File: src/rtl/crsv_pkg.sv
`timescale 1ns / 1ps
// ----------------------------------------------------------------------------
// crsv_pkg
// Beat types, header layout constants and the byte-wide CRC-32 update for
// the record slot validator.
// ----------------------------------------------------------------------------
package crsv_pkg;

  // Widths
  localparam int unsigned CAP_W  = 12;   // capacity and payload length
  localparam int unsigned POS_W  = 13;   // byte position within the slot
  localparam int unsigned BYTE_W = 8;

  // Slot geometry
  localparam int unsigned SLOT_BYTES   = 4096;
  localparam int unsigned HEADER_BYTES = 16;
  localparam int unsigned PAYLOAD_MAX  = SLOT_BYTES - HEADER_BYTES;

  // Header word offsets (little-endian 32-bit words)
  localparam int unsigned HDR_LEN_POS  = 4;
  localparam int unsigned HDR_CRC_POS  = 8;
  localparam int unsigned HDR_RSVD_POS = 12;

  // Length byte lanes
  localparam logic [1:0] LANE_B0 = 2'd0;
  localparam logic [1:0] LANE_B1 = 2'd1;
  localparam logic [1:0] LANE_B2 = 2'd2;
  localparam logic [1:0] LANE_B3 = 2'd3;

  localparam logic [31:0] REC_MAGIC = 32'h3143_4E54;
  localparam logic [31:0] CRC_POLY  = 32'hEDB8_8320;
  localparam logic [31:0] CRC_INIT  = 32'hFFFF_FFFF;

  localparam logic [CAP_W-1:0] CAPACITY_RST = 12'd4080;

  // Input beat
  typedef struct packed {
    logic [BYTE_W-1:0] data_byte;
    logic              first_byte;
    logic              read_error;
  } in_beat_t;

  // Result beat
  typedef struct packed {
    logic             record_valid;
    logic [CAP_W-1:0] payload_length;
  } out_beat_t;

  // Result handed from the core to the output buffer
  typedef struct packed {
    logic      valid;
    out_beat_t beat;
  } result_t;

  // Reflected CRC-32, one byte; flattens to an XOR network
  function automatic logic [31:0] crc_byte(input logic [31:0] crc_in,
                                           input logic [BYTE_W-1:0] b);
    logic [31:0] c;
    c = crc_in ^ {24'd0, b};
    for (int k = 0; k < BYTE_W; k++) begin
      c = (c >> 1) ^ (c[0] ? CRC_POLY : 32'd0);
    end
    return c;
  endfunction

endpackage

File: src/rtl/crsv_core.sv
`timescale 1ns / 1ps
// ----------------------------------------------------------------------------
// crsv_core
// Slot parser: header capture and checks, payload CRC, verdict generation.
// One beat per cycle; state advances only when beat_valid is high.
// ----------------------------------------------------------------------------
module crsv_core (
  input  logic                     clk,
  input  logic                     rst_n,
  input  logic                     beat_valid,
  input  crsv_pkg::in_beat_t       beat,
  input  logic [crsv_pkg::CAP_W-1:0] capacity,
  output crsv_pkg::result_t        res
);
  import crsv_pkg::*;

  // Slot state
  logic [POS_W-1:0] pos_r,      pos_nxt;
  logic             magic_ok_r, magic_ok_nxt;
  logic [CAP_W-1:0] len_r,      len_nxt;
  logic             len_hi_r,   len_hi_nxt;   // length >= 4096
  logic [31:0]      exp_crc_r,  exp_crc_nxt;
  logic [31:0]      crc_r,      crc_nxt;
  logic             given_r,    given_nxt;

  // Values after a first-byte restart
  logic [POS_W-1:0] pos_e;
  logic             magic_ok_e;
  logic [CAP_W-1:0] len_e;
  logic             len_hi_e;
  logic [31:0]      exp_crc_e;
  logic [31:0]      crc_e;
  logic             given_e;

  logic [1:0]        lane;
  logic [BYTE_W-1:0] b;
  logic [BYTE_W-1:0] magic_byte;
  logic              hdr_bad;
  logic [POS_W-1:0]  paid;

  always_comb begin
    b    = beat.data_byte;

    pos_e      = beat.first_byte ? '0       : pos_r;
    magic_ok_e = beat.first_byte ? 1'b1     : magic_ok_r;
    len_e      = beat.first_byte ? '0       : len_r;
    len_hi_e   = beat.first_byte ? 1'b0     : len_hi_r;
    exp_crc_e  = beat.first_byte ? '0       : exp_crc_r;
    crc_e      = beat.first_byte ? CRC_INIT : crc_r;
    given_e    = beat.first_byte ? 1'b0     : given_r;

    lane = pos_e[1:0];

    pos_nxt      = pos_e;
    magic_ok_nxt = magic_ok_e;
    len_nxt      = len_e;
    len_hi_nxt   = len_hi_e;
    exp_crc_nxt  = exp_crc_e;
    crc_nxt      = crc_e;
    given_nxt    = given_e;

    magic_byte = BYTE_W'(REC_MAGIC >> {lane, 3'b000});
    hdr_bad    = 1'b0;
    paid       = '0;
    res        = '0;

    if (!given_e) begin
      priority if (beat.read_error) begin
        // rejected at once
        given_nxt = 1'b1;
        res.valid = 1'b1;
      end else if (pos_e < POS_W'(HEADER_BYTES)) begin
        pos_nxt = pos_e + POS_W'(1);
        priority if (pos_e < POS_W'(HDR_LEN_POS)) begin
          magic_ok_nxt = magic_ok_e && (b == magic_byte);
        end else if (pos_e < POS_W'(HDR_CRC_POS)) begin
          unique case (lane)
            LANE_B0: len_nxt[7:0] = b;
            LANE_B1: begin
              len_nxt[CAP_W-1:8] = b[CAP_W-9:0];
              len_hi_nxt = len_hi_e || (b[BYTE_W-1:CAP_W-8] != '0);
            end
            LANE_B2, LANE_B3: len_hi_nxt = len_hi_e || (b != '0);
            default: len_hi_nxt = len_hi_e;
          endcase
        end else if (pos_e < POS_W'(HDR_RSVD_POS)) begin
          exp_crc_nxt[{lane, 3'b000} +: BYTE_W] = b;
        end else begin
          // reserved word is skipped
        end

        // header complete: magic, bounds, capacity
        if (pos_e == POS_W'(HEADER_BYTES - 1)) begin
          hdr_bad = !magic_ok_e || len_hi_e || (len_e == '0) ||
                    ({20'd0, len_e} > 32'(PAYLOAD_MAX)) || (len_e > capacity);
          if (hdr_bad) begin
            given_nxt = 1'b1;
            res.valid = 1'b1;
          end
        end
      end else begin
        // payload byte
        crc_nxt = crc_byte(crc_e, b);
        pos_nxt = pos_e + POS_W'(1);
        paid    = pos_nxt - POS_W'(HEADER_BYTES);
        if (paid >= {1'b0, len_e}) begin
          given_nxt = 1'b1;
          res.valid = 1'b1;
          res.beat.record_valid = (~crc_nxt == exp_crc_e);
          res.beat.payload_length = (~crc_nxt == exp_crc_e) ? len_e : '0;
        end
      end
    end

    if (!beat_valid) begin
      res.valid = 1'b0;
    end
  end

  // State registers
  always_ff @(posedge clk) begin
    if (!rst_n) begin
      pos_r      <= '0;
      magic_ok_r <= 1'b1;
      len_r      <= '0;
      len_hi_r   <= 1'b0;
      exp_crc_r  <= '0;
      crc_r      <= CRC_INIT;
      given_r    <= 1'b1;
    end else if (beat_valid) begin
      pos_r      <= pos_nxt;
      magic_ok_r <= magic_ok_nxt;
      len_r      <= len_nxt;
      len_hi_r   <= len_hi_nxt;
      exp_crc_r  <= exp_crc_nxt;
      crc_r      <= crc_nxt;
      given_r    <= given_nxt;
    end
  end

endmodule

File: src/rtl/crsv_out_buf.sv
`timescale 1ns / 1ps
// ----------------------------------------------------------------------------
// crsv_out_buf
// Two-entry result buffer: output register plus skid entry. The full flag
// comes straight from a register, so upstream never sees out_ready.
// ----------------------------------------------------------------------------
module crsv_out_buf (
  input  logic                clk,
  input  logic                rst_n,
  input  crsv_pkg::result_t   push,
  output logic                full,
  output logic                out_valid,
  input  logic                out_ready,
  output crsv_pkg::out_beat_t out_data
);
  import crsv_pkg::*;

  logic      main_v_r, main_v_nxt;
  out_beat_t main_r,   main_nxt;
  logic      skid_v_r, skid_v_nxt;
  out_beat_t skid_r,   skid_nxt;
  logic      pop;

  assign pop       = main_v_r && out_ready;
  assign full      = skid_v_r;
  assign out_valid = main_v_r;
  assign out_data  = main_r;

  // Next-state: skid drains into main first; a push lands wherever free
  always_comb begin
    main_v_nxt = main_v_r;
    main_nxt   = main_r;
    skid_v_nxt = skid_v_r;
    skid_nxt   = skid_r;
    if (pop) begin
      main_v_nxt = skid_v_r;
      main_nxt   = skid_r;
      skid_v_nxt = 1'b0;
    end
    if (push.valid) begin
      if (!main_v_nxt) begin
        main_v_nxt = 1'b1;
        main_nxt   = push.beat;
      end else begin
        skid_v_nxt = 1'b1;
        skid_nxt   = push.beat;
      end
    end
  end

  always_ff @(posedge clk) begin
    if (!rst_n) begin
      main_v_r <= 1'b0;
      skid_v_r <= 1'b0;
    end else begin
      main_v_r <= main_v_nxt;
      skid_v_r <= skid_v_nxt;
    end
  end

  always_ff @(posedge clk) begin
    main_r <= main_nxt;
    skid_r <= skid_nxt;
  end

endmodule

File: src/rtl/crc_record_slot_validator_unit.sv
`timescale 1ns / 1ps
// An accepted byte is held in the input register; the parse/CRC logic then writes
//   its result into the result buffer, whose output register drives out_valid.
// Throughput: 1 byte per cycle; the byte-wide CRC-32 update is a flat XOR network.
//   The input stalls only while both result buffer entries wait on out_ready.
// Reset (rst_n low, synchronous): capacity 4080, parser idle until a byte
//   with first_byte, buffers empty. No clearing pass.
// ----------------------------------------------------------------------------
// crc_record_slot_validator_unit
// Flash record slot validator: header check and payload CRC-32 per slot.
// ----------------------------------------------------------------------------
module crc_record_slot_validator_unit (
  input  logic                         clk,
  input  logic                         rst_n,
  input  logic                         in_valid,
  output logic                         in_ready,
  input  crsv_pkg::in_beat_t           in_data,
  output logic                         out_valid,
  input  logic                         out_ready,
  output crsv_pkg::out_beat_t          out_data,
  input  logic                         cfg_valid,
  output logic                         cfg_ready,
  input  logic [crsv_pkg::CAP_W-1:0]   cfg_data
);
  import crsv_pkg::*;

  logic             in_v_r;
  in_beat_t         in_q_r;
  logic [CAP_W-1:0] capacity_r;
  logic             buf_full;
  logic             advance;
  result_t          res;

  // Capacity register
  assign cfg_ready = 1'b1;

  always_ff @(posedge clk) begin
    if (!rst_n) begin
      capacity_r <= CAPACITY_RST;
    end else if (cfg_valid && cfg_ready) begin
      capacity_r <= cfg_data;
    end
  end

  // Input register
  assign advance  = in_v_r && !buf_full;
  assign in_ready = !in_v_r || !buf_full;

  always_ff @(posedge clk) begin
    if (!rst_n) begin
      in_v_r <= 1'b0;
    end else if (in_valid && in_ready) begin
      in_v_r <= 1'b1;
    end else if (advance) begin
      in_v_r <= 1'b0;
    end
  end

  always_ff @(posedge clk) begin
    if (in_valid && in_ready) begin
      in_q_r <= in_data;
    end
  end

  // Parser and CRC
  crsv_core u_core (
    .clk        (clk),
    .rst_n      (rst_n),
    .beat_valid (advance),
    .beat       (in_q_r),
    .capacity   (capacity_r),
    .res        (res)
  );

  // Result buffer
  crsv_out_buf u_out_buf (
    .clk       (clk),
    .rst_n     (rst_n),
    .push      (res),
    .full      (buf_full),
    .out_valid (out_valid),
    .out_ready (out_ready),
    .out_data  (out_data)
  );

endmodule

File: config.mk
export PLATFORM = sky130hd
export DESIGN_NAME = crc_record_slot_validator_unit
export DESIGN_NICKNAME = d
export VERILOG_FILES = /design/src/rtl/crsv_pkg.sv /design/src/rtl/crsv_core.sv /design/src/rtl/crsv_out_buf.sv /design/src/rtl/crc_record_slot_validator_unit.sv
export SDC_FILE = /design/constraint.sdc
export NUM_CORES = 1
export LEC_CHECK = 0
export BUFFER_PORTS_ARGS = -buffer_cell sky130_fd_sc_hd__buf_2
export CORE_UTILIZATION = 42
export DETAILED_ROUTE_END_ITERATION = 8
export GPL_TIMING_DRIVEN = 0
export PLACE_DENSITY = 0.65
export SLEW_MARGIN = 20
export SYNTH_ARGS = -nofsm -noshare
export SYNTH_HDL_FRONTEND = slang
export SYNTH_SLANG_ARGS = --single-unit
File: constraint.sdc
create_clock -name clk -period 5.3 [get_ports clk]
set_input_delay 1.59 -clock clk [delete_from_list [all_inputs] [get_ports clk]]
set_output_delay 1.59 -clock clk [all_outputs]
set_load 0.02 [all_outputs]
* Word-level counts from Yosys, hierarchy flattened
Index checks and enable logic that the tools add are counted.
** Word-level totals
- Flip-flop bits (word level) :: 143
- Bits in latches :: 0
- Bits in writable memories :: 0
- Memory bits (read-only) :: 0
- Input bits :: 27
- Output and inout bits :: 16
- Word-level logic and storage cells :: 136
- Memories :: 0
** Cells by class
- $add $sub $neg :: 3
- Multipliers :: 0
- Div/mod/pow operators :: 0
- Order comparisons :: 7
- Eq/ne operators :: 6
- Shift operators :: 3
- Muxes and demuxes :: 68
- Bitwise operators :: 10
- Reduce and logical (&&, ||, !) cells :: 21
** Operator list (count)
- 32-bit 2-to-1 mux :: 19
- 31-bit by 32-bit bitwise XOR with 32-bit output :: 8
- 13-bit 2-to-1 mux :: 8
- 12-bit 2-to-1 mux :: 7
- 32-bit bitwise mux :: 1
- 32-bit == test :: 1
- 32-bit NOT :: 1
- 8-bit by 7-bit variable shift with 32-bit output (first input constant) :: 1
- 8-bit by 7-bit indexed part select with 32-bit output :: 1
- 32-bit by 8-bit bitwise XOR with 32-bit output :: 1
- 30-bit by 5-bit >> shifter with 8-bit output (first input constant) :: 1
- 1-bit 2-to-1 mux :: 28
- 14-bit 2-to-1 mux :: 2
- 13-bit by 4-bit less-than comparator with 1-bit output (second input constant) :: 2
- 13-bit by 1-bit adder with 13-bit output (second input constant) :: 1
- 13-bit by 4-bit == test with 1-bit output (second input constant) :: 1
- 13-bit by 12-bit >= comparator with 1-bit output :: 1
- 13-bit by 3-bit less-than comparator with 1-bit output (second input constant) :: 1
- 13-bit by 5-bit less-than comparator with 1-bit output (second input constant) :: 1
- 13-bit by 5-bit subtractor with 13-bit output (second input constant) :: 1
- 12-bit greater-than comparator :: 1
- 12-bit greater-than comparator (second input constant) :: 1
- 12-bit logical NOT :: 1
- 8-bit == test :: 1
- 15 further kinds :: 27

* Depth between registers and ports, before layout
- Depth after elaboration :: 27
- Depth in mapped cells :: 27
- Mapped depth without buffers :: 17

* Modules after synthesis
A second synthesis with hierarchy kept.
** Unflattened totals
- Cells, all modules :: 1091
- Area, all modules :: 9429.0 um2
** Modules (own cells, without submodules)
- crsv_core :: times used 1, cells each 969, area each 7499.7 um2
- crsv_out_buf :: times used 1, cells each 66, area each 1139.8 um2
- crc_record_slot_validator_unit :: times used 1, cells each 56, area each 789.5 um2

* Worst setup path after synthesis
Ideal clock, no wire load.
- Kind :: register to register
- Start :: register in_q_r[1] (netlist bit)
- End :: register u_out_buf.main_r, in the netlist u_out_buf.out_data[3]
- Arrival :: 5455 ps
- Required time :: 5216 ps
- Path slack :: -240 ps
- Stages on the path, launching flop included :: 26
- Path buffers :: 9
- Clock period less this slack :: 5540 ps
- Path through :: edfxtp_1 -> buf_6 -> buf_6 -> buf_6 -> buf_2 -> buf_2 -> buf_1 -> clkbuf_1 -> nor2b_1 -> ha_1 -> clkbuf_2 -> nand3b_4 -> or2_4 -> xnor2_4 -> nand3_1 -> or3_1 -> xor2_1 -> ha_1 -> o21a_1 -> o21ai_0 -> o21bai_1 -> nor3_1 -> or4_1 -> or4b_4 -> buf_6 -> o31ai_2
** RTL lines
- start, declared :: line crc_record_slot_validator_unit.sv:28 : in_beat_t in_q_r;
- start signal, assigned :: line crc_record_slot_validator_unit.sv:61 : in_q_r <= in_data;
- end signal, assigned :: line crsv_out_buf.sv:62 : main_r <= main_nxt;
- end, declared :: line crsv_out_buf.sv:19 : out_beat_t main_r, main_nxt;

==> flow_summary.ini <==
[yosys]
synth_top_flop_cell = dfxtp_1
ys_async_sr_fraction = 0
yosysWarnings = 0
syn-instance-count = 1282
syn-num-nets = 1338
synth-seq-area-share = 0.287
synth_edf_count = 23
ys_types = 93
syn_area_um2 = 10800
ys_ff_latch = 143
syn_avg_cell_area_um2 = 8.41

[floorplanning]
dieArea_um2 = 26300
initial_core_util = 0.428
rows = 58
core_area_um2 = 25200
die_w_um = 162
die_h_um = 162
io_pins = 43

[setup_path]
timing.rr.start = in_q_r[1]
required_ns = 5.65
cp-start-kind = flip-flop
path_class = flip-flop to flip-flop
r2r-end = u_out_buf.out_data[9]
crit_path_end_kind = flip-flop
ff2ff_setup_slack_ns = 0.21
crit_arrival_ns = 5.44
rr_worst_depth = 23
worstPathMaxFanout = 14

[power]
internal_power_mw = 2.00
powerDensity_nw_per_um2 = 238
power.switching_mw = 0.927
ir_drop_v = 0.000161
p_sw_frac = 0.317
seqPwrFrac = 0.383
combPwrFrac = 0.215
power_frac_clock = 0.401
cellLeakagePower_nw = 4.72

[cts]
cts_tree = built
cts_sinks = 143
holdBufCountCts = 0
cts_buffers = 17
clk_latency_ns = 0.44
clk_path_buf_depth = 2
clkSlewWorstSetupHoldPaths_ns = 0.07
htree_levels = 4
root_buffer = clkbuf_16

[placed_design]
dp_hpwl_mm = 29.7
port_buffers = 40
placed_area_um2 = 11400
place_inst = 1652
dp_slack_ns = -1.23
globalplace.congestion = 0.994

[grt]
grt_usage = 0.300
grt_max_degree = 20
use_met1 = 0.420
use_met2 = 0.450
grt_antenna_before_repair = 1
grt-busiest-layer = met2
grt_pass1_wl_mm = 58.5
met3_usage = 0.0595
grt_pass1_vias = 9467
gr-total-overflow = 0

[timing]
min_period_ns = 5.09
slew_violations = 0
slew_headroom = 0.318
setup_tns_ns = 0
finalHoldViolCount = 0
fmax_ghz = 0.196
tightest_slew_ns = 1.02
skew_ns = 0.0148
timing.final.ws_setup_ns = 0.210
setup_viol = 0
rsz0062_at_grt = false
period_share = 0.960

[route]
dr.pass1.iters = 5
wire_per_inst_um = 23.0
vias_per_cell = 6.07
drcViolationCount = 0
final_antenna_net_count = 0
routed_wl_mm = 39.0
vias = 10300
drt_iter0_drc = 1319

[hold_path]
min_path_cells = 2
hold_start = capacity_r[11]
min_path_type = flip-flop to flip-flop
min_to = capacity_r[11]

[finish]
diodes = 0
nets = 1411
multiInputGateArea_um2 = 7150
fillers = 2432
final_cells = 1698
regArea_um2 = 3090
layout-drive-gt1-share = 0.154
final_area_um2 = 12300
syn_to_final_growth_pct = 14.3

[run]
drv_cap = 0

[outcome]
status = finished clean
[flip-flops by register name, indices dropped and copies added, names as in the netlist, 10 cells and up]
signal and flops:
u_core.crc_r 32, u_core.exp_crc_r 32, u_core.pos_r 13, u_out_buf.out_data 13, u_out_buf.skid_r 13, capacity_r 12, u_core.len_r 12, in_q_r 10
[metal layers]
| metal | routed length (um) | up-vias |
|---|---|---|
| met5 | 17 | - |
| met4 | 1410 | 2 |
| met3 | 3720 | 88 |
| met2 | 16700 | 589 |
| li1 | - | 4799 |
| met1 | 17200 | 4833 |
[critical path: stages (launching register included)]
cell and delay [ns]:
edfxtp_1 0.37, buf_6 0.15, buf_12 0.15, buf_16 0.16, nor2b_1 0.13, clkbuf_4 0.15
ha_1 0.15, clkbuf_8 0.14, nand3b_4 0.11, or4_4 0.51, a21oi_4 0.17, nand4bb_4 0.18
nand2b_4 0.13, xnor2_1 0.07, ha_1 0.30, a211oi_1 0.07, o21ai_0 0.07, a21oi_1 0.07
o21bai_2 0.23, nor3_4 0.09, or4_4 0.56, or4b_4 0.58, bufbuf_16 0.30, o31ai_2 0.16
[how the worst max path moves through the flow]
stage / startpoint / endpoint / slack [ns] / depth (start not counted)
floorplan: in_q_r[1] / u_out_buf.out_data[3] / 0.02 / 25
global placement: in_q_r[1] / u_out_buf.out_data[8] / -1.25 / 27
detailed placement: in_q_r[1] / u_out_buf.out_data[3] / -1.23 / 27
CTS: in_q_r[1] / u_out_buf.out_data[7] / 0.0007 / 24
global route: in_q_r[1] / u_out_buf.out_data[10] / 0.003 / 22
finish: in_q_r[1] / u_out_buf.out_data[9] / 0.21 / 23
[layout make-up]
| cell class | instances | area share |
|---|---|---|
| Buffer | 84 | 0.0414 |
| Clock buffer | 18 | 0.0348 |
| Inverter | 48 | 0.0146 |
| Tap cell | 330 | 0.0335 |
| Timing Repair Buffer | 60 | 0.0333 |
| Multi-Input combinational cell | 1001 | 0.581 |
| Clock inverter | 14 | 0.0106 |
| Sequential cell | 143 | 0.251 |
[kinds of logic (layout without fill, tap and decap cells)]
group / Yosys count / after routing / synth area share
buffers and inverters: 138 / 224 / 0.0602
xor gates and xnor gates: 139 / 139 / 0.145
DFF: 143 / 143 / 0.287
and+or+nand+nor: 492 / 492 / 0.242
adders and majority gates: 29 / 29 / 0.0337
other: 1 / 1 / 0.000348
AOI/OAI and AO/OA: 310 / 310 / 0.202
muxes: 30 / 30 / 0.0296
[per-stage QoR]
step,hold WS [ns],utilization,power (mW)
after floorplan,0.458,-,1.56
after global placement,0.477,0.453,1.74
after detailed placement,0.484,0.453,1.74
after CTS,0.495,0.484,2.91
after global routing,0.514,0.489,3.02
final,0.489,0.489,2.93
[power by group through the flow]
stage                     clock network (mW)  registers (mW)  logic [mW]
final                                   1.18            1.12       0.630
after global routing                    1.24            1.12       0.658
after CTS                               1.18            1.12       0.604
after detailed placement                   0            1.15       0.595
after global placement                     0            1.15       0.597
after floorplan                            0            1.15       0.408
[synth_stat cells (all sizes together), types with 21 or more instances]
master / n / share of area
nand2: 131 / 0.046
dfxtp: 120 / 0.22
nor2: 82 / 0.030
nor2b: 75 / 0.044
xnor2: 75 / 0.069
o21ai: 60 / 0.029
nor3: 51 / 0.026
a22oi: 48 / 0.033
clkbuf: 48 / 0.017
inv: 48 / 0.017
xor2: 47 / 0.041
a21oi: 43 / 0.021
buf: 42 / 0.027
ha: 29 / 0.034
o22ai: 29 / 0.017
and3: 24 / 0.014
edfxtp: 23 / 0.064
nand3: 23 / 0.012
o211ai: 21 / 0.015
[timing repair]
| action | CTS | global route |
|---|---|---|
| endpoints found under the setup margin | 42 | 27 |
| resized for setup | 31 | 12 |
| buffers inserted | 11 | 6 |
| gates cloned | 1 | 2 |
| pin swaps | 8 | 10 |
[cells in the final DEF (no fill, tap or decap), drive strengths merged, types with 16 or more instances in the layout]
master / count
xnor2: 75
edfxtp: 23
nand3: 23
nor2: 82
dfxtp: 120
nor3: 51
xor2: 47
clkbuf: 66
o211ai: 21
a21oi: 43
o31ai: 18
buf: 95
nor4: 19
ha: 29
nand2: 131
o21ai: 60
nand4: 16
and3: 24
inv: 54
nor2b: 75
o22ai: 29
a22oi: 48
Power figures use the tool's default switching activity.
